File: config.mk
export PLATFORM = sky130hd
export DESIGN_NAME = fdot_front
export DESIGN_NICKNAME = d
export VERILOG_FILES = /design/src/hw/rtl/fdot_pkg.sv /design/src/hw/rtl/fdot_front.sv
export SDC_FILE = /design/constraint.sdc
export NUM_CORES = 1
export LEC_CHECK = 0
export BUFFER_PORTS_ARGS = -buffer_cell sky130_fd_sc_hd__buf_2
export CAP_MARGIN = 15
export CORE_MARGIN = 5
export CORE_UTILIZATION = 29
export DETAILED_ROUTE_END_ITERATION = 8
export PLACE_DENSITY = 0.9
export SYNTH_ARGS = -nofsm -noshare
export SYNTH_HDL_FRONTEND = slang
export SYNTH_SLANG_ARGS = --single-unit
export TNS_END_PERCENT = 1
File: constraint.sdc
create_clock -name vclk -period 4.02
set_input_delay 1.005 -clock vclk [all_inputs]
set_output_delay 1.005 -clock vclk [all_outputs]
set_load 0.01 [all_outputs]
File: src/hw/rtl/fdot_pkg.sv
// fdot_pkg: shared types, constants and fp16/fp32 conversion functions
// for the fp16 linear row dot unit; no dependencies
package fdot_pkg;

   localparam int unsigned MAX_LENGTH_DEF = 1024;
   localparam int unsigned CMD_DEPTH_DEF  = 2;
   localparam int unsigned ROW_LEN_W      = 11;
   localparam int unsigned INDEX_W        = 10;

   // request command codes
   localparam logic [1:0] CMD_LOAD   = 2'd0;
   localparam logic [1:0] CMD_WEIGHT = 2'd1;
   localparam logic [1:0] CMD_BIAS   = 2'd2;

   localparam int unsigned F32_EXP_BIAS = 127;
   localparam int unsigned F16_EXP_BIAS = 15;
   localparam int unsigned EXP_REBIAS   = F32_EXP_BIAS - F16_EXP_BIAS;
   localparam int unsigned MUL_EXP_OFS  = F32_EXP_BIAS - 2 * F16_EXP_BIAS;

   localparam logic [15:0] F16_SIGN  = 16'h8000;
   localparam logic [15:0] F16_INF   = 16'h7c00;
   localparam logic [15:0] F16_QNAN  = 16'h7e00;
   localparam logic [9:0]  F16_MAN   = 10'h3ff;
   localparam logic [4:0]  F16_EMAX  = 5'h1f;
   localparam logic [7:0]  F32_EMAX  = 8'hff;
   localparam logic [31:0] F32_QNAN  = 32'h7fc0_0000;

   typedef struct packed {
      logic [1:0]         command;
      logic [INDEX_W-1:0] element_index;
      logic [31:0]        input_element;
      logic [15:0]        weight;
      logic [15:0]        bias;
   } req_type;

   typedef struct packed {
      logic [31:0] result_value;
      logic        extra_weights;
   } rsp_type;

   typedef enum logic [1:0] {
      OP_LOAD   = 2'd0,
      OP_WEIGHT = 2'd1,
      OP_BIAS   = 2'd2
   } op_type;

   // classified word between front and back
   typedef struct packed {
      op_type             op;
      logic [INDEX_W-1:0] index;
      logic [15:0]        half;
   } cmd_type;

   // fp32 to fp16 by truncation
   function automatic logic [15:0] narrow_half(input logic [31:0] b);
      logic [7:0] e8;
      logic [15:0] res;
      e8 = b[30:23];
      if (e8 == F32_EMAX && b[22:0] != 23'd0) begin
         res = F16_QNAN;
      end else if (e8 <= 8'(EXP_REBIAS)) begin
         res = {b[31], 15'd0};
      end else if (e8 >= 8'(EXP_REBIAS + 31)) begin
         res = {b[31], F16_INF[14:0]};
      end else begin
         res = {b[31], 5'(e8 - 8'(EXP_REBIAS)), b[22:13] & F16_MAN};
      end
      return res;
   endfunction

   // fp16 to fp32, subnormals flush to signed zero
   function automatic logic [31:0] widen_half(input logic [15:0] h);
      logic [4:0] e5;
      logic [31:0] res;
      e5 = h[14:10];
      if (e5 == 5'd0) begin
         res = {h[15], 31'd0};
      end else if (e5 == F16_EMAX) begin
         res = {h[15], F32_EMAX, h[9:0], 13'd0};
      end else begin
         res = {h[15], 8'({3'd0, e5} + 8'(EXP_REBIAS)), h[9:0], 13'd0};
      end
      return res;
   endfunction

endpackage

File: src/hw/rtl/fdot_front.sv
// fdot_front: accepts request words, drops unused codes, narrows loads to fp16
// depends on fdot_pkg
module fdot_front import fdot_pkg::*; (
   input  logic    req_push,
   input  req_type req_data,
   output logic    req_full,
   output logic    q_push,
   output cmd_type q_data,
   input  logic    q_full
);

   always_comb begin
      q_data.index = req_data.element_index;
      case (req_data.command)
         CMD_LOAD: begin
            q_data.op   = OP_LOAD;
            q_data.half = narrow_half(req_data.input_element);
         end
         CMD_WEIGHT: begin
            q_data.op   = OP_WEIGHT;
            q_data.half = req_data.weight;
         end
         default: begin
            q_data.op   = OP_BIAS;
            q_data.half = req_data.bias;
         end
      endcase
   end

   // unused command code is swallowed
   assign req_full = q_full;
   assign q_push   = req_push && !q_full &&
                     (req_data.command == CMD_LOAD || req_data.command == CMD_WEIGHT ||
                      req_data.command == CMD_BIAS);

endmodule

==> results of run 1 <==
-- through the flow --
step | hold WS [ns] | setup WS (ns)
2_1_floorplan | 2.06 | 1.11
6_report | 2.01 | 0.737
5_1_grt | 2.01 | 0.563
3_3_place_gp | 2.01 | 0.798
4_1_cts | 2.01 | 0.744
3_5_place_dp | 2.01 | 0.745
-- power by group through the flow --
| stage | Sequential [W] | Combinational [W] | Clock (W) |
|---|---|---|---|
| 4_1_cts | 0 | 0.000102 | 0 |
| 5_1_grt | 0 | 0.000111 | 0 |
| 3_5_place_dp | 0 | 0.000101 | 0 |
| 6_report | 0 | 0.000100 | 0 |
| 2_1_floorplan | 0 | 0.0000543 | 0 |
| 3_3_place_gp | 0 | 0.000100 | 0 |
-- Yosys cell counts, types with 2 or more instances --
cell type,count
o21ai_0,7
nor4_1,5
nor2_1,4
inv_1,12
a22oi_1,13
and3_1,2
buf_4,12
nand2_1,2
o21ai_1,9
clkbuf_1,3
-- layout make-up --
class,instances,area [um^2]
inverters,12,45.0
repair buffers,89,448
fillers,222,973
multi-input cells,59,422
well taps,27,33.8
-- cells by family after synthesis --
group | after synthesis | synth area share
simple gates | 19 | 0.187
mux | 1 | 0.0176
compound gates | 39 | 0.537
buf+inv | 27 | 0.258
-- per-layer routing --
| metal | global-route usage | share of wire | wire length [um] |
|---|---|---|---|
| met4 | 0.0332 | 0.022 | 54 |
| met1 | 0.155 | 0.36 | 883 |
| met5 | 0 | 0 | 0 |
| met2 | 0.309 | 0.53 | 1300 |
| met3 | 0.00817 | 0.081 | 198 |
-- path summary, 6_finish.rpt --
check / startpoint / endpoint / cells past startpoint
min: req_data[65] / q_data[17] / 0
max: req_data[75] / q_data[1] / 6
==> impl_metrics.py, run 1 <==
metrics = {
    "status": {
        "status": "completed",
    },
    "clock_tree": {
        "ctsHoldBuffers": 0,
        "post_cts_buffers": 0,
        "cts_resized": 0,
    },
    "layout": {
        "num_antenna_cells": 0,
        "areaGrowthSynthToFinish_pct": 67.0,
        "final_area_um2": 948,
        "mostFrequentLayoutCells": "buf_2 (88), a22oi_1 (13), inv_1 (12), o21ai_1 (9), o21ai_0 (7)",
        "fin_nets": 240,
        "clkbuf_count": 0,
        "final_cells": 187,
        "drive_gt1_frac": 0.606,
        "regArea_um2": 0,
        "fin_util": 0.493,
        "nFlopsAndLatches": 0,
        "final_common_cell": "buf_2",
    },
    "routing": {
        "vias": 937,
        "firstDrtPassIters": 4,
        "via_per_inst": 5.01,
        "ant_nets": 0,
        "first_iter_violations": 9,
        "wl_per_cell_um": 13.0,
        "drc": 0,
        "wirelength_um": 2440,
    },
    "pwr": {
        "cellPowerDensity_mw_per_mm2": 106,
        "power_frac_clock": 0,
        "pwr-share-comb": 1.000,
        "power_leakage_nw": 0.544,
        "switching_share": 0.487,
        "p_total_w": 0.000100,
        "power.switching_w": 0.0000489,
        "p_int_w": 0.0000515,
        "seq_power_share": 0,
        "peakVddDrop_uv": 48.2,
    },
    "critical_path": {
        "cp.arrival_ns": 2.28,
        "cpPeakStageDelay_ns": 0.48,
        "critPathMostFrequentCell": "buf_2",
        "crit_family": "buffers and inverters",
        "startpoint_type": "input pin",
        "cp.required_ns": 3.01,
        "cpMaxStageDelayCell": "nor2b_1",
        "path_cells": "buf_2 > nor2b_1 > buf_4 > a22oi_1 > o21ai_1 > buf_2",
        "crit_type": "input pin to output port",
        "end_kind": "output port",
        "critPathBufInv": 3,
        "cp_max_fo": 23,
    },
    "floorplanning": {
        "core_mm2": 0.00192,
        "initial_core_util": 0.296,
        "die_area_mm2": 0.00294,
        "die_w_um": 54.3,
        "fp-row-count": 16,
        "pin_count": 108,
        "die_y_um": 54.3,
    },
    "synth": {
        "ys_types": 27,
        "yosys_warnings": 0,
        "yosys.area.top_type_share": 0.172,
        "netlist_area_um2": 568,
        "syn_avg_cell_area_um2": 6.61,
        "synth_cells": 86,
        "yosys.area.top_type": "a22oi_1",
        "syn-num-nets": 164,
        "yosysSeqAreaShare": 0,
        "ys_top_cells_by_area": "a22oi_1 (17%), buf_4 (16%), o21ai_1 (7.9%)",
    },
    "timing": {
        "slew_headroom": 0.641,
        "min_period_over_period": 0.817,
        "min_period_ns": 3.28,
        "final_max_slew_viol_count": 0,
        "timing.final.hold_violations": 0,
        "clock.fmax_mhz": 305,
        "fin_setup_tns_ns": 0,
        "rsz0062_at_grt": "false",
        "setup_violations": 0,
        "tightest_slew_ns": 0.538,
    },
    "placement": {
        "dp.cells": 187,
        "portBuffers": 88,
        "hpwl_um": 2210,
        "gp_congestion": 0.757,
        "placed_cell_area_um2": 948,
    },
    "hold_path": {
        "hp-class": "input pin to output port",
    },
    "global_routing": {
        "grt_max_degree": 24,
        "antenna_found_initial": 0,
        "grt_pass1_vias": 839,
        "gr-total-overflow": 0,
        "grt_pass1_wl_um": 3330,
        "track_usage": 0.148,
    },
    "job": {
        "maxCapViolCount": 0,
    },
}
Note: power is estimated with default switching activity, not from simulation.
==> inputs of run 2 (changes only) <==
ABC_AREA = 1   (was unset)
PLACE_DENSITY = 0.8   (was 0.9)
clock period = 2.6 ns   (was 4.02 ns; I/O delays follow)
==> impl_metrics.py, run 2 <==
metrics = {
    "status": {
        "status": "completed",
    },
    "placement": {
        "hpwl_um": 2260,
        "post-place-ws_ns": 0.344,
        "placed_cell_area_mm2": 0.00112,
        "gp_congestion": 0.725,
        "dp.cells": 240,
        "portBuffers": 88,
    },
    "timing": {
        "timing.final.hold_violations": 0,
        "fin_setup_tns_ns": 0,
        "min_period_over_period": 0.866,
        "rsz0062_at_grt": "false",
        "final_max_slew_viol_count": 0,
        "slew_headroom": 0.826,
        "clock.fmax_mhz": 444,
        "setup_violations": 0,
        "tightest_slew_ns": 0.259,
        "min_period_ns": 2.25,
        "setup_ws_ns": 0.349,
    },
    "synth": {
        "yosys.area_share.simple": 0.510,
        "yosys_warnings": 0,
        "ys_types": 21,
        "synth_most_common_cell": "nand2_1",
        "synth_xor_area_frac": 0,
        "ys_top_cells_by_area": "nand2_1 (16%), a22o_1 (16%), buf_4 (13%)",
        "syn-num-nets": 216,
        "synthAdderAreaFrac": 0,
        "netlist_area_um2": 771,
        "yosys.area.top_type_share": 0.161,
        "yosys.area.top_type": "nand2_1",
        "yosysSeqAreaShare": 0,
        "synthMuxAreaShare": 0,
        "synth_common_cells": "nand2_1 (33), nor2_1 (20), inv_1 (18)",
        "syn_avg_cell_area_um2": 5.59,
        "synth-compound-area-share": 0.188,
        "synth_cells": 138,
        "synth_top_family_by_area": "simple AND/OR/NAND/NOR gates",
    },
    "global_routing": {
        "track_usage": 0.124,
        "grt_pass1_vias": 952,
        "gr-total-overflow": 0,
        "grt_max_degree": 19,
        "antenna_found_initial": 0,
        "grt_pass1_wl_um": 3800,
    },
    "routing": {
        "ant_nets": 0,
        "firstDrtPassIters": 4,
        "first_iter_violations": 9,
        "wl_per_cell_um": 11.0,
        "drc": 0,
        "wirelength_um": 2640,
        "vias": 1108,
        "via_per_inst": 4.62,
    },
    "clock_tree": {
        "post_cts_buffers": 0,
        "ctsHoldBuffers": 0,
        "cts_resized": 0,
    },
    "layout": {
        "n_fill_cell": 286,
        "regArea_um2": 0,
        "clkbuf_count": 0,
        "fin_nets": 290,
        "mostFrequentLayoutCells": "buf_2 (88), nand2_1 (33), nor2_1 (20), inv_1 (18), a22o_1 (14)",
        "drive_gt1_frac": 0.510,
        "final_area_mm2": 0.00112,
        "final_cells": 240,
        "final_common_cell": "buf_2",
        "nFlopsAndLatches": 0,
        "num_antenna_cells": 0,
        "areaGrowthSynthToFinish_pct": 45.3,
    },
    "hold_path": {
        "hp-class": "input pin to output port",
        "hold_depth": 0,
    },
    "critical_path": {
        "cp_max_fo": 13,
        "crit_type": "input pin to output port",
        "cp.required_ns": 1.95,
        "end_kind": "output port",
        "cp.arrival_ns": 1.60,
        "startpoint_type": "input pin",
    },
    "floorplanning": {
        "die_w_um": 61.6,
        "pin_count": 108,
        "die_y_um": 61.6,
        "die_area_mm2": 0.00379,
        "core_mm2": 0.00250,
        "fp-row-count": 18,
        "initial_core_util": 0.308,
    },
    "pwr": {
        "switching_share": 0.509,
        "power_frac_clock": 0,
        "p_int_w": 0.0000878,
        "peakVddDrop_uv": 66.6,
        "pwr-share-comb": 1.000,
        "cellPowerDensity_mw_per_mm2": 160,
        "power_leakage_nw": 0.708,
        "power.switching_w": 0.0000909,
        "seq_power_share": 0,
    },
    "job": {
        "maxCapViolCount": 0,
    },
}
[run 2: cell types whose count changed after synthesis, moves of 8 or more]
cell / before / now
nand2_1: 2 / 33
nor2_1: 4 / 20
a22o_1: 1 / 14
a22oi_1: 13 / 0
o21ai_1: 9 / 0
nand4_1: 1 / 9
[run 2: per-layer routing]
layer	GRT usage	part of all wire	vias to the layer above
met1	0.150	0.37	477
li1	-	-	579
met2	0.241	0.48	48
met4	0.00606	0.0053	0
met5	0	0	-
met3	0.0147	0.14	4
[run 2: path summary, 6_finish.rpt]
| path | end | from | slack [ns] |
|---|---|---|---|
| worst max-delay path | q_data[13] | req_data[60] | 0.35 |
| worst min-delay path | q_data[23] | req_data[71] | 1.30 |
[run 2: cells by family (layout without fill, tap and decap cells)]
group,count (synthesis),after routing
compound gates,17,17
simple gates,80,80
buf+inv,41,113
[run 2: through the flow]
stage / hold WS (ns) / util / total power (W)
after CTS: 1.30 / 0.448 / 0.000181
final: 1.30 / 0.448 / 0.000179
after floorplan: 1.35 / - / 0.000115
after global routing: 1.30 / 0.448 / 0.000199
after global placement: 1.30 / 0.448 / 0.000179
after detailed placement: 1.30 / 0.448 / 0.000181
[run 2: cell type report]
class / instances / area (um^2) / area share
inverter: 23 / 88.8 / 0.0793
multi-input combinational: 97 / 538 / 0.480
tap: 30 / 37.5 / 0.0335
timing repair buffer: 90 / 455 / 0.407
[run 2: worst max-delay path: stages]
cell and delay [ns]:
buf_2 0.09, nand2_1 0.06, nor2_2 0.10, nand2_1 0.08, nand2_2 0.21, nand2_1 0.11
o21bai_1 0.15, buf_2 0.14
[run 2: power groups by stage]
stage	Sequential, W	Combinational, W	Clock [W]
final	0	0.000179	0
after floorplan	0	0.000115	0
after global routing	0	0.000199	0
after global placement	0	0.000179	0
after CTS	0	0.000181	0
after detailed placement	0	0.000181	0
