$ cat config.mk
export PLATFORM = sky130hd
export DESIGN_NAME = fdot_queue
export DESIGN_NICKNAME = d
export VERILOG_FILES = /design/src/hw/rtl/fdot_pkg.sv /design/src/hw/rtl/fdot_queue.sv
export SDC_FILE = /design/constraint.sdc
export NUM_CORES = 1
export LEC_CHECK = 0
export BUFFER_PORTS_ARGS = -buffer_cell sky130_fd_sc_hd__clkbuf_2
export CAP_MARGIN = 40
export CELL_PAD_IN_SITES_DETAIL_PLACEMENT = 1
export CELL_PAD_IN_SITES_GLOBAL_PLACEMENT = 1
export CORE_UTILIZATION = 40
export CTS_CLUSTER_DIAMETER = 60
export CTS_CLUSTER_SIZE = 10
export DETAILED_ROUTE_END_ITERATION = 16
export MAX_ROUTING_LAYER = met4
export PLACE_DENSITY = 0.79
export REMOVE_ABC_BUFFERS = 1
export SYNTH_ARGS = -nofsm -noshare
export SYNTH_HDL_FRONTEND = slang
export SYNTH_SLANG_ARGS = --single-unit
export TNS_END_PERCENT = 1
$ cat constraint.sdc
create_clock -name clock -period 2.7 [get_ports clock]
set_clock_uncertainty 0.2 [all_clocks]
set_input_delay 0.135 -clock clock [delete_from_list [all_inputs] [get_ports clock]]
set_output_delay 0.135 -clock clock [all_outputs]
set_load 0.05 [all_outputs]
$ cat src/hw/rtl/fdot_pkg.sv
// fdot_pkg: shared types, constants and fp16/fp32 conversion functions
// for the fp16 linear row dot unit; no dependencies
package fdot_pkg;

   localparam int unsigned MAX_LENGTH_DEF = 1024;
   localparam int unsigned CMD_DEPTH_DEF  = 2;
   localparam int unsigned ROW_LEN_W      = 11;
   localparam int unsigned INDEX_W        = 10;

   // request command codes
   localparam logic [1:0] CMD_LOAD   = 2'd0;
   localparam logic [1:0] CMD_WEIGHT = 2'd1;
   localparam logic [1:0] CMD_BIAS   = 2'd2;

   localparam int unsigned F32_EXP_BIAS = 127;
   localparam int unsigned F16_EXP_BIAS = 15;
   localparam int unsigned EXP_REBIAS   = F32_EXP_BIAS - F16_EXP_BIAS;
   localparam int unsigned MUL_EXP_OFS  = F32_EXP_BIAS - 2 * F16_EXP_BIAS;

   localparam logic [15:0] F16_SIGN  = 16'h8000;
   localparam logic [15:0] F16_INF   = 16'h7c00;
   localparam logic [15:0] F16_QNAN  = 16'h7e00;
   localparam logic [9:0]  F16_MAN   = 10'h3ff;
   localparam logic [4:0]  F16_EMAX  = 5'h1f;
   localparam logic [7:0]  F32_EMAX  = 8'hff;
   localparam logic [31:0] F32_QNAN  = 32'h7fc0_0000;

   typedef struct packed {
      logic [1:0]         command;
      logic [INDEX_W-1:0] element_index;
      logic [31:0]        input_element;
      logic [15:0]        weight;
      logic [15:0]        bias;
   } req_type;

   typedef struct packed {
      logic [31:0] result_value;
      logic        extra_weights;
   } rsp_type;

   typedef enum logic [1:0] {
      OP_LOAD   = 2'd0,
      OP_WEIGHT = 2'd1,
      OP_BIAS   = 2'd2
   } op_type;

   // classified word between front and back
   typedef struct packed {
      op_type             op;
      logic [INDEX_W-1:0] index;
      logic [15:0]        half;
   } cmd_type;

   // fp32 to fp16 by truncation
   function automatic logic [15:0] narrow_half(input logic [31:0] b);
      logic [7:0] e8;
      logic [15:0] res;
      e8 = b[30:23];
      if (e8 == F32_EMAX && b[22:0] != 23'd0) begin
         res = F16_QNAN;
      end else if (e8 <= 8'(EXP_REBIAS)) begin
         res = {b[31], 15'd0};
      end else if (e8 >= 8'(EXP_REBIAS + 31)) begin
         res = {b[31], F16_INF[14:0]};
      end else begin
         res = {b[31], 5'(e8 - 8'(EXP_REBIAS)), b[22:13] & F16_MAN};
      end
      return res;
   endfunction

   // fp16 to fp32, subnormals flush to signed zero
   function automatic logic [31:0] widen_half(input logic [15:0] h);
      logic [4:0] e5;
      logic [31:0] res;
      e5 = h[14:10];
      if (e5 == 5'd0) begin
         res = {h[15], 31'd0};
      end else if (e5 == F16_EMAX) begin
         res = {h[15], F32_EMAX, h[9:0], 13'd0};
      end else begin
         res = {h[15], 8'({3'd0, e5} + 8'(EXP_REBIAS)), h[9:0], 13'd0};
      end
      return res;
   endfunction

endpackage

$ cat src/hw/rtl/fdot_queue.sv
// fdot_queue: short command queue between front and back
// depends on fdot_pkg
module fdot_queue import fdot_pkg::*; #(
   parameter int unsigned DEPTH = CMD_DEPTH_DEF
) (
   input  logic    clock,
   input  logic    reset,
   input  logic    push,
   input  cmd_type push_data,
   output logic    full,
   input  logic    pop,
   output cmd_type pop_data,
   output logic    empty
);

   localparam int unsigned PW = (DEPTH > 1) ? $clog2(DEPTH) : 1;
   localparam int unsigned CW = $clog2(DEPTH + 1);

   cmd_type         slot_ff [DEPTH];
   logic [PW-1:0]   wr_ptr_ff, wr_ptr_in;
   logic [PW-1:0]   rd_ptr_ff, rd_ptr_in;
   logic [CW-1:0]   count_ff, count_in;
   logic            do_push, do_pop;

   assign full     = (count_ff == CW'(DEPTH));
   assign empty    = (count_ff == '0);
   assign do_push  = push && !full;
   assign do_pop   = pop && !empty;
   assign pop_data = slot_ff[rd_ptr_ff];

   always_comb begin
      wr_ptr_in = wr_ptr_ff;
      rd_ptr_in = rd_ptr_ff;
      count_in  = count_ff;
      if (do_push) begin
         wr_ptr_in = (wr_ptr_ff == PW'(DEPTH - 1)) ? '0 : wr_ptr_ff + 1'b1;
      end
      if (do_pop) begin
         rd_ptr_in = (rd_ptr_ff == PW'(DEPTH - 1)) ? '0 : rd_ptr_ff + 1'b1;
      end
      if (do_push && !do_pop) begin
         count_in = count_ff + 1'b1;
      end else if (do_pop && !do_push) begin
         count_in = count_ff - 1'b1;
      end
   end

   always_ff @(posedge clock) begin
      if (reset) begin
         wr_ptr_ff <= '0;
         rd_ptr_ff <= '0;
         count_ff  <= '0;
      end else begin
         wr_ptr_ff <= wr_ptr_in;
         rd_ptr_ff <= rd_ptr_in;
         count_ff  <= count_in;
      end
   end

   always_ff @(posedge clock) begin
      if (do_push) begin
         slot_ff[wr_ptr_ff] <= push_data;
      end
   end

   a_count_bound: assert property (@(posedge clock) disable iff (reset)
      count_ff <= CW'(DEPTH))
      else $error("queue count beyond depth");

   a_push_grows: assert property (@(posedge clock) disable iff (reset)
      (do_push && !do_pop) |=> (count_ff == $past(count_ff) + 1'b1))
      else $error("queue push lost");

   a_ptrs_meet: assert property (@(posedge clock) disable iff (reset)
      (empty || full) |-> (wr_ptr_ff == rd_ptr_ff))
      else $error("queue pointers disagree with count");

endmodule

==> metrics.md, run 1 <==
| Metric | Value |
|---|---|
| Area leader, netlist | edfxtp_1 |
| First-pass GRT wire length | 7400 um |
| Commonest non-fill, non-tap cell in the layout | clkbuf_2 |
| Top post-synthesis cells by area | edfxtp_1, mux2_2, dfxtp_1 |
| Vias in the first global route | 1528 |
| Iteration-0 DRC Markers | 48 |
| Critical setup path kind | flop to primary output |
| Hold crit path type | primary input to flop |
| Chip height | 76.7 um |
| Resize count post-CTS | 0 |
| Status | finished, final reports clean |
| Leakage power | 0.00124 uW |
| Register area | 1780 um^2 |
| Root buffer cell | clkbuf_8 |
| Worst setup EP type | primary output |
| Max-Cap Viols | 0 |
| Clock sink count | 61 |
| Worst Hold Launch | pop |
| ANT cells | 0 |
| GRT Max-Usage Layer | met2 |
| Cts hold-fix bufs | 29 |
| Clock Latency Late Sink | 0.32 ns |
| Commonest non-fill, non-tap cells in the layout | clkbuf_2, edfxtp_1, dlygate4sd3_1, mux2_2, clkbuf_8 |
| Num CTS Buffers | 9 |
| Slowest CP cell | dfxtp_1 |
| RSZ-0062 raised after global routing | no |
| Total global routing overflow | 0 |
| Worst slew pin tran | 0.605 ns |
| Cell area after layout | 3180 um^2 |
| Post-route clock period utilization | 0.810 |
| Syn. warnings | 0 |
| Post-synthesis cell type count | 14 |
| Avg WL per Cell | 15.8 um |
| Max Fanout on Critical Path | 21 |
| Syn_area_per_cell | 20.0 um^2 |
| Fin cells | 288 |
| Detail Placement HPWL | 2990 um |
| Setup bufs post-CTS | 0 |
| Proportion of synthesized chip area in sequential cells | 0.797 |
| Multi-input logic area | 425 um^2 |
| Worst path top cell family by delay | buffers and inverters |
| RR Startpoint | count_ff[0] |
| Worst Setup Start Kind | flop |
| Vias | 1341 |
| Die area | 5890 um^2 |
| P per Cell Area | 1060 nW/um^2 |
| Core Area | 5240 um^2 |
| Drt total wl | 4550 um |
| Layout cell share with drive strength beyond 1 | 0.495 |
| Min cycle time layout | 2.19 ns |
| Initial antenna violation count | 0 |
| Chip width | 76.7 um |
| Via/cell ratio | 4.66 |
| CTS tree | built |
| Bufs and invs on worst path | 2 |
| Total track usage | 0.174 |
| Top-area cell type share of the netlist area | 0.753 |
| Synth Instances | 112 |
| Final setup viols | 0 |
| Max Freq | 457 MHz |
| Worst path max stage delay | 0.53 ns |
| Initial Util | 0.427 |
| Number of fill cells | 494 |
| Crit path cell chain | buf_4 > mux2_2 > clkbuf_2 |
| Worst relative slew slack | 0.596 |
| Max-slew violation count | 0 |
| Residual DRC count | 0 |
| Hold Vio Cnt, Final | 0 |
| Drt pass-1 iters | 4 |
| # placed instances | 243 |
| Global routing usage on met2 | 0.308 |
| Placed Area | 2660 um^2 |
| Post-layout util | 0.608 |
| Clock buffer depth | 2 |
| Largest net degree at the start of global routing | 22 |
| Count of input and output buffers | 61 |
| H-tree Lvls | 3 |
| #FFs+latches synth | 61 |
| Area Overhead vs Synth | 42.4% |
| Met1 Use GR | 0.181 |
| Synth Cell Area | 2230 um^2 |
| Setup TNS | 0 ns |
| Row cnt | 26 |
| IO Pins | 62 |
| CP Data Required Time | 2.37 ns |
| Antenna viol nets, final | 0 |
| Clock transition at path regs | 0.07 ns |
| M3 GR Usage | 0.0560 |
| Worst EP arrival | 1.85 ns |
| Maximum VDD drop | 0.627 mV |
| Overall Power | 3380 uW |
| RePlAce Congestion | 0.695 |
| Nets | 246 |
[cells by family (layout without fill, tap and decap cells)]
logic type / count (synthesis) / in the layout / synth area share
AND/OR/NAND/NOR: 9 / 9 / 0.0207
flip-flops: 61 / 61 / 0.797
adder cells (fa/ha/maj): 1 / 1 / 0.00560
multiplexers: 28 / 28 / 0.141
buffers and inverters: 5 / 111 / 0.0123
AO/OA/AOI/OAI: 5 / 5 / 0.0112
XOR/XNOR: 3 / 3 / 0.0118
[sequential cells by signal, indices dropped and copies added, names as in the netlist, named ones only]
name and flops:
slot_ff 56, count_ff 2, rd_ptr_ff 1, wr_ptr_ff 1
[final cells by class]
| cell class | count | area share |
|---|---|---|
| Clock inverter | 7 | 0.0358 |
| Clock buffer | 9 | 0.0389 |
| Sequential cell | 61 | 0.560 |
| Tap cell | 70 | 0.0275 |
| Inverter | 2 | 0.00236 |
| Multi-Input combinational cell | 46 | 0.134 |
| Timing Repair Buffer | 93 | 0.202 |
[power breakdown]
group          switching [uW]  internal (uW)
combinational             837            353
clock                     335            608
sequential               59.9           1190
total                    1230           2150
[per-layer routing]
layer / wire (um) / vias to the layer above
li1: - / 634
met1: 1890 / 654
met2: 2360 / 47
met3: 257 / 6
met4: 45 / 0
met5: 0 / -
[worst register-to-register path, stage by stage, from the launching register on]
cell	delay [ns]
dfxtp_1	0.43
nor2b_2	0.10
or3_1	0.34
inv_1	0.40
buf_12	0.23
[metrics by stage]
step                      hold WS, ns  setup WS, ns
after floorplan               0.00407         0.630
after global placement          0.126         0.819
after detailed placement        0.128         0.712
after CTS                      0.0220         0.468
after global routing           0.0533         0.393
final                          0.0274         0.512
[worst paths after layout]
check	slack, ns	cells past startpoint	endpoint
setup / recovery	0.51	3	pop_data[4]
hold / removal	0.03	4	rd_ptr_ff
setup reg to reg	0.70	4	slot_ff[0][18]
hold reg to reg	0.32	2	rd_ptr_ff
[synth_stat cells (all sizes together)]
cell type  instances
edfxtp            56
mux2              28
dfxtp              5
nor2               5
buf                3
o21ai              3
xor2               3
a21oi              2
inv                2
or3                2
and2               1
ha                 1
nor2b              1
Note: power is estimated with default switching activity, not from simulation.
==> inputs of run 2 (changes only) <==
--- a/config.mk
+++ b/config.mk
@@ -5,6 +5,7 @@
 export SDC_FILE = /design/constraint.sdc
 export NUM_CORES = 1
 export LEC_CHECK = 0
+export ABC_AREA = 1
 export BUFFER_PORTS_ARGS = -buffer_cell sky130_fd_sc_hd__clkbuf_2
 export CAP_MARGIN = 40
 export CELL_PAD_IN_SITES_DETAIL_PLACEMENT = 1
@@ -14,7 +15,7 @@
 export CTS_CLUSTER_SIZE = 10
 export DETAILED_ROUTE_END_ITERATION = 16
 export MAX_ROUTING_LAYER = met4
-export PLACE_DENSITY = 0.79
+export PLACE_DENSITY = 0.78
 export REMOVE_ABC_BUFFERS = 1
 export SYNTH_ARGS = -nofsm -noshare
 export SYNTH_HDL_FRONTEND = slang
==> constraint.sdc (replaced) <==
create_clock -name clock -period 2.1 [get_ports clock]
set_clock_uncertainty 0.2 [all_clocks]
set_input_delay 0.105 -clock clock [delete_from_list [all_inputs] [get_ports clock]]
set_output_delay 0.105 -clock clock [all_outputs]
set_load 0.05 [all_outputs]
==> metrics.md, run 2 <==
| Metric | Value |
|---|---|
| Status | finished, final reports clean |
| Fin cells | 305 (+5.9%) |
| Synth Instances | 124 (+11%) |
| Post-synthesis cell type count | 17 (+3) |
| Max-Cap Viols | 0 (unchanged) |
| Initial Util | 0.423 (-0.00341) |
| Commonest non-fill, non-tap cells in the layout | clkbuf_2, edfxtp_1, dlygate4sd3_1, mux2_4, clkbuf_8 |
| Asr flop ratio synth | 0 (unchanged) |
| Resize count post-CTS | 0 (unchanged) |
| List of most frequent post-synthesis cells | edfxtp_1, mux2_4, nor2_1 |
| Slack of the critical path | 0.322 ns (-0.191 ns) |
| Met3 wire length | 206 um (-20%) |
| Residual DRC count | 0 (unchanged) |
| P_sw | 1480 uW (+20%) |
| Core Area | 5610 um^2 (+7.1%) |
| Setup WS pre-CTS | 0.367 ns (-0.345 ns) |
| Area leader, netlist | edfxtp_1 |
| Worst EP arrival | 1.47 ns (-0.38 ns) |
| Vias in the first global route | 1486 (-2.7%) |
| Max Fanout on Critical Path | 28 (+33%) |
| Chip height | 79.0 um (+3.0%) |
| Count of input and output buffers | 61 (unchanged) |
| Slowest CP cell | mux2_2 |
| Row cnt | 27 (+3.8%) |
| Synth Cell Area | 2370 um^2 (+6.2%) |
| Post-synth EDFFs | 56 (unchanged) |
| Max Freq | 562 MHz |
| Via/cell ratio | 4.58 (-1.6%) |
| Top-area cell type share of the netlist area | 0.708 (-0.0440) |
| Setup bufs post-CTS | 0 (unchanged) |
| Vias | 1397 (+4.2%) |
| Largest Register | slot_ff |
| CTS tree | built |
| ANT cells | 0 (unchanged) |
| Crit path cell chain | buf_12 > mux2_2 > clkbuf_2 |
| Hold Vio Cnt, Final | 0 (unchanged) |
| Die area | 6250 um^2 (+6.0%) |
| Initial antenna violation count | 0 (unchanged) |
| Critical setup path kind | flop to primary output |
| Worst relative slew slack | 0.804 (+0.208) |
| Worst slew pin tran | 0.295 ns (-0.310 ns) |
| Cts hold-fix bufs | 31 (+6.9%) |
| Top layer in use | met4 |
| Max reg flops | 56 (unchanged) |
| Hold crit path type | primary input to flop |
| Drt total wl | 4370 um (-3.9%) |
| Count leader, synth | edfxtp_1 |
| Worst Setup Start Kind | flop |
| Root buffer cell | clkbuf_8 |
| Syn. warnings | 0 (unchanged) |
| Layout cell share with drive strength beyond 1 | 0.472 (-0.0233) |
| Final setup viols | 0 (unchanged) |
| P per Cell Area | 1210 nW/um^2 (+14%) |
| Comb pwr share | 0.385 (+0.033) |
| #FFs+latches synth | 61 (unchanged) |
| Clock Latency Late Sink | 0.32 ns (about the same) |
| Ys flop type | edfxtp_1 |
| Area Overhead vs Synth | 36.2% |
| Antenna viol nets, final | 0 (unchanged) |
| Clock buffer depth | 2 (unchanged) |
| M1 wire length | 1770 um (-6.0%) |
| CP Data Required Time | 1.79 ns (-0.58 ns) |
| H-tree Lvls | 3 (unchanged) |
| Leakage power | 0.00131 uW (+6.1%) |
| Largest net degree at the start of global routing | 29 (+32%) |
| Chip width | 79.0 um (+3.0%) |
| Iteration-0 DRC Markers | 61 (+27%) |
| Nets | 262 (+6.5%) |
| Proportion of synthesized chip area in sequential cells | 0.751 (-0.0467) |
| Avg WL per Cell | 14.3 um (-9.3%) |
| Top post-synthesis cells by area | edfxtp_1, mux2_4, dfxtp_1 |
| Total global routing overflow | 0 (unchanged) |
| Drt pass-1 iters | 4 (unchanged) |
| Worst path top cell family by delay | buffers and inverters |
| Max-slew violation count | 0 (unchanged) |
| Total track usage | 0.160 (-0.0143) |
| Clock sink count | 61 (unchanged) |
| Post-route clock period utilization | 0.847 |
| Min cycle time layout | 1.78 ns |
| Clock power frac | 0.204 (-0.075) |
| Biggest regs | slot_ff (56), count_ff (2) |
| Bufs and invs on worst path | 2 (unchanged) |
| Worst setup EP type | primary output |
| Register share of total power | 0.411 (+0.041) |
| First-pass GRT wire length | 7080 um (-4.3%) |
| IO Pins | 62 (unchanged) |
| WL met2 | 2370 um (+0.21%) |
| Min Hold Slack | 0.313 ns (+0.286 ns) |
| Detail Placement HPWL | 2950 um (-1.3%) |
| Commonest non-fill, non-tap cell in the layout | clkbuf_2 |
| Syn_area_per_cell | 19.1 um^2 (-4.1%) |
| Num CTS Buffers | 9 (unchanged) |
| RSZ-0062 raised after global routing | no |
| Switching share of power | 0.378 (+0.0139) |
| RePlAce Congestion | 0.779 (+12%) |
| # placed instances | 259 (+6.6%) |
| Maximum VDD drop | 0.613 mV (-2.3%) |
| Worst path max stage delay | 0.36 ns (-0.17 ns) |
| Int Power | 2430 uW (+13%) |
| Clock transition at path regs | 0.06 ns (about the same) |
## run 2: worst register-to-register path, cell delays in order (launching register included)
cell and delay (ns):
dfxtp_1 0.39, inv_1 0.10, o21ai_2 0.21, inv_1 0.10, ha_1 0.33, inv_1 0.08
nand4_1 0.11, nand2_1 0.07, nor2_1 0.03
## run 2: path summary, 6_finish.rpt
check	startpoint	endpoint	slack, ns	cells after the start
min	push_data[16]	slot_ff[1][16]	0.31	2
min reg2reg	wr_ptr_ff	wr_ptr_ff	0.33	2
max	flop	pop_data[6]	0.32	3
max reg2reg	count_ff[1]	count_ff[1]	0.37	8
## run 2: routing by layer
layer,global-route usage,vias up
met1,0.173,673
met4,0.0527,0
li1,-,672
met5,-,-
met2,0.281,49
met3,0.0448,3
## run 2: kinds of logic (layout without fill, tap and decap cells)
group,after synthesis,count (layout),share of synthesized area
DFF,61,61,0.751
muxes,28,28,0.164
and+or+nand+nor,16,16,0.0279
buffers and inverters,12,121,0.0358
AOI/OAI and AO/OA,6,6,0.0158
adders and majority gates,1,1,0.00527
## run 2: power groups by stage
| stage | sequential [uW] | clock (uW) | combinational [uW] |
|---|---|---|---|
| after global routing | 1630 | 885 | 1610 |
| after detailed placement | 1640 | 0 | 1480 |
| after floorplan | 1670 | 0 | 1090 |
| final | 1610 | 799 | 1510 |
| after CTS | 1610 | 830 | 1530 |
| after global placement | 1620 | 0 | 1450 |
## run 2: metrics by stage
step	cell area, um^2	util	power (uW)	TNS (ns)
floorplan	2320	-	2770	-13.49
global placement	2770	0.495	3070	0
detailed placement	2770	0.495	3110	0
CTS	3230	0.576	3970	0
global route	3230	0.576	4120	0
finish	3230	0.576	3910	0
## run 2: final cells by class
type	count	area [um^2]
clock buffer	11	131
sequential	61	1780
clock inverter	4	16.3
timing repair buffer	97	666
multi-input combinational	51	512
tap	72	90.1
fill	560	2380
inverter	9	33.8
==> inputs of run 3 (changes only) <==
--- a/config.mk
+++ b/config.mk
@@ -10,12 +10,12 @@
 export CAP_MARGIN = 40
 export CELL_PAD_IN_SITES_DETAIL_PLACEMENT = 1
 export CELL_PAD_IN_SITES_GLOBAL_PLACEMENT = 1
-export CORE_UTILIZATION = 40
+export CORE_UTILIZATION = 39
 export CTS_CLUSTER_DIAMETER = 60
 export CTS_CLUSTER_SIZE = 10
 export DETAILED_ROUTE_END_ITERATION = 16
 export MAX_ROUTING_LAYER = met4
-export PLACE_DENSITY = 0.78
+export PLACE_DENSITY = 0.8
 export REMOVE_ABC_BUFFERS = 1
 export SYNTH_ARGS = -nofsm -noshare
 export SYNTH_HDL_FRONTEND = slang
==> constraint.sdc (replaced) <==
create_clock -name clock -period 1.47 [get_ports clock]
set_clock_uncertainty 0.2 [all_clocks]
set_input_delay 0.0735 -clock clock [delete_from_list [all_inputs] [get_ports clock]]
set_output_delay 0.0735 -clock clock [all_outputs]
set_load 0.05 [all_outputs]
==> metrics.md, run 3 (synthesized netlist as in run 2, its figures left out) <==
| Metric | Value |
|---|---|
| Status | finished, violations left |
| Violated checks | negative setup slack |
| P per Cell Area | 1760 nW/um^2 (+45%) |
| Worst EP arrival | 1.41 ns (-0.06 ns) |
| Worst setup EP type | primary output |
| Die area | 6400 um^2 (+2.5%) |
| Chip width | 80.0 um (+1.2%) |
| Min Hold Slack | 0.277 ns (-0.0362 ns) |
| Root buffer cell | clkbuf_8 |
| Worst slew pin tran | 0.283 ns (-0.0126 ns) |
| Leakage power | 0.00151 uW (+15%) |
| H-tree Lvls | 3 (unchanged) |
| ANT cells | 0 (unchanged) |
| Reg-to-reg endpoint | count_ff[1] |
| Num CTS Buffers | 9 (unchanged) |
| Slack of the critical path | -0.211 ns (-0.533 ns) |
| Min cycle time layout | 1.68 ns |
| CP Data Required Time | 1.20 ns (-0.59 ns) |
| RePlAce Congestion | 0.714 (-8.4%) |
| Layout cell share with drive strength beyond 1 | 0.517 (+0.0446) |
| Max-slew violation count | 0 (unchanged) |
| First-pass GRT wire length | 8020 um (+13%) |
| Worst path top cell family by delay | flip-flops |
| Drt pass-1 iters | 3 (-1) |
| Max Freq | 595 MHz |
| Iteration-0 DRC Markers | 62 (+1.6%) |
| Hold crit path type | primary input to flop |
| Avg WL per Cell | 17.2 um (+20%) |
| Total global routing overflow | 0 (unchanged) |
| Total track usage | 0.187 (+0.0273) |
| Residual DRC count | 0 (unchanged) |
| RR Startpoint | count_ff[1] |
| Worst hold endpoint | slot_ff[0][26] |
| Via/cell ratio | 4.59 (+0.29%) |
| Worst Setup Start Kind | flop |
| Clock buffer depth | 2 (unchanged) |
| Largest Register | slot_ff |
| Nets | 269 (+2.7%) |
| Drt total wl | 5420 um (+24%) |
| Vias in the first global route | 1625 (+9.4%) |
| Max-Cap Viols | 0 (unchanged) |
| Hold Vio Cnt, Final | 0 (unchanged) |
| Row cnt | 28 (+3.7%) |
| Clock transition at path regs | 0.07 ns (about the same) |
| Worst path max stage delay | 0.42 ns (+0.06 ns) |
| Largest net degree at the start of global routing | 23 (-21%) |
| Worst relative slew slack | 0.810 (+0.00560) |
| Setup bufs post-CTS | 0 (unchanged) |
| Max Fanout on Critical Path | 8 (-71%) |
| Biggest regs | slot_ff (56), count_ff (2) |
| Area Overhead vs Synth | 57.4% |
| Detail Placement HPWL | 3030 um (+2.8%) |
| Core Area | 5890 um^2 (+5.0%) |
| Crit path cell chain | buf_12 > mux2_4 > buf_8 |
| WHS Path Cells | 2 (unchanged) |
| Initial antenna violation count | 0 (unchanged) |
| Worst Hold Launch | push_data[26] |
| Reg-to-reg slack, setup | -0.01 ns (-0.38 ns) |
| Number of fill cells | 551 (-1.6%) |
| Antenna viol nets, final | 0 (unchanged) |
| RSZ-0062 raised after global routing | yes |
| Final setup viols | 29 (+29) |
| Initial Util | 0.403 (-0.0200) |
| Count of input and output buffers | 61 (unchanged) |
| Clock sink count | 61 (unchanged) |
| Max reg flops | 56 (unchanged) |
| Vias | 1447 (+3.6%) |
| IO Pins | 62 (unchanged) |
| Setup WS pre-CTS | -0.0343 ns (-0.402 ns) |
| Post-route clock period utilization | 1.14 |
| Commonest non-fill, non-tap cell in the layout | edfxtp_1 |
| Critical setup path kind | flop to primary output |
| Bufs and invs on worst path | 2 (unchanged) |
| Chip height | 80.0 um (+1.2%) |
| Slowest CP cell | dfxtp_4 |
| Clock Latency Late Sink | 0.33 ns (about the same) |
| CTS tree | built |
| Worst reg2reg path depth | 9 (+1) |
| Commonest non-fill, non-tap cells in the layout | edfxtp_1, dlygate4sd3_1, clkbuf_2, mux2_4, buf_8 |
| Maximum VDD drop | 1.04 mV (+69%) |
[run 3: cell types whose count changed in the layout (fill, tap and decap cells not counted), moves of 2 or more]
cell       before  now
buf_12          1    3
buf_4           4    7
buf_8           0   27
clkbuf_1        2    0
clkbuf_16       0    3
clkbuf_2       61   31
clkinv_1        3    1
clkinv_2        1    4
mux2_2          8    0
mux2_4         20   28
nor2_2          2    0
nor2_4          0    2
[run 3: how the worst max path moves through the flow]
stage	startpoint	to	slack, ns	cells past startpoint
3_5_place_dp	count_ff[1]	count_ff[1]	-0.03	9
2_1_floorplan	count_ff[0]	slot_ff[1][0]	-0.87	2
4_1_cts	flop	pop_data[10]	-0.22	3
6_report	flop	pop_data[8]	-0.21	3
5_1_grt	flop	pop_data[8]	-0.25	3
3_3_place_gp	count_ff[1]	count_ff[1]	0.02	9
[run 3: timing repair]
action / 4_1_cts / 5_1_grt
hold endpoints to repair: 61 / 0
setup endpoints to repair: 88 / 83
gates cloned: 1 / 0
hold buffers: 31 / 0
gates resized for setup: 79 / 29
[run 3: per-layer routing]
metal / track usage / wire, um / up-vias
met5: - / 0 / -
met4: 0.0804 / 87 / 0
met3: 0.0389 / 194 / 10
met2: 0.347 / 3160 / 49
met1: 0.188 / 1980 / 702
li1: - / - / 686
[run 3: final cells by class]
class	count	area (um^2)	area share
Clock buffer	9	124	0.0332
Sequential cell	61	1790	0.478
Clock inverter	6	31.3	0.00838
Tap cell	75	93.8	0.0251
Inverter	9	33.8	0.00905
Timing Repair Buffer	104	1090	0.293
Multi-Input combinational cell	51	572	0.153
[run 3: stage by stage]
step | power, uW | instance area, um^2 | util | TNS, ns | instances
after floorplan | 3960 | 2320 | - | -60.24 | 121
after global routing | 6860 | 3730 | 0.635 | -6.48 | 315
after detailed placement | 4560 | 2850 | 0.484 | -0.188 | 268
after global placement | 4510 | 2850 | 0.484 | 0 | 268
final | 6580 | 3730 | 0.635 | -5.06 | 315
after CTS | 6430 | 3690 | 0.628 | -5.88 | 315
[run 3: where the power goes]
part           switching (uW)  internal, uW
combinational            1650          1420
clock                     602           582
sequential                121          2210
total                    2370          4210
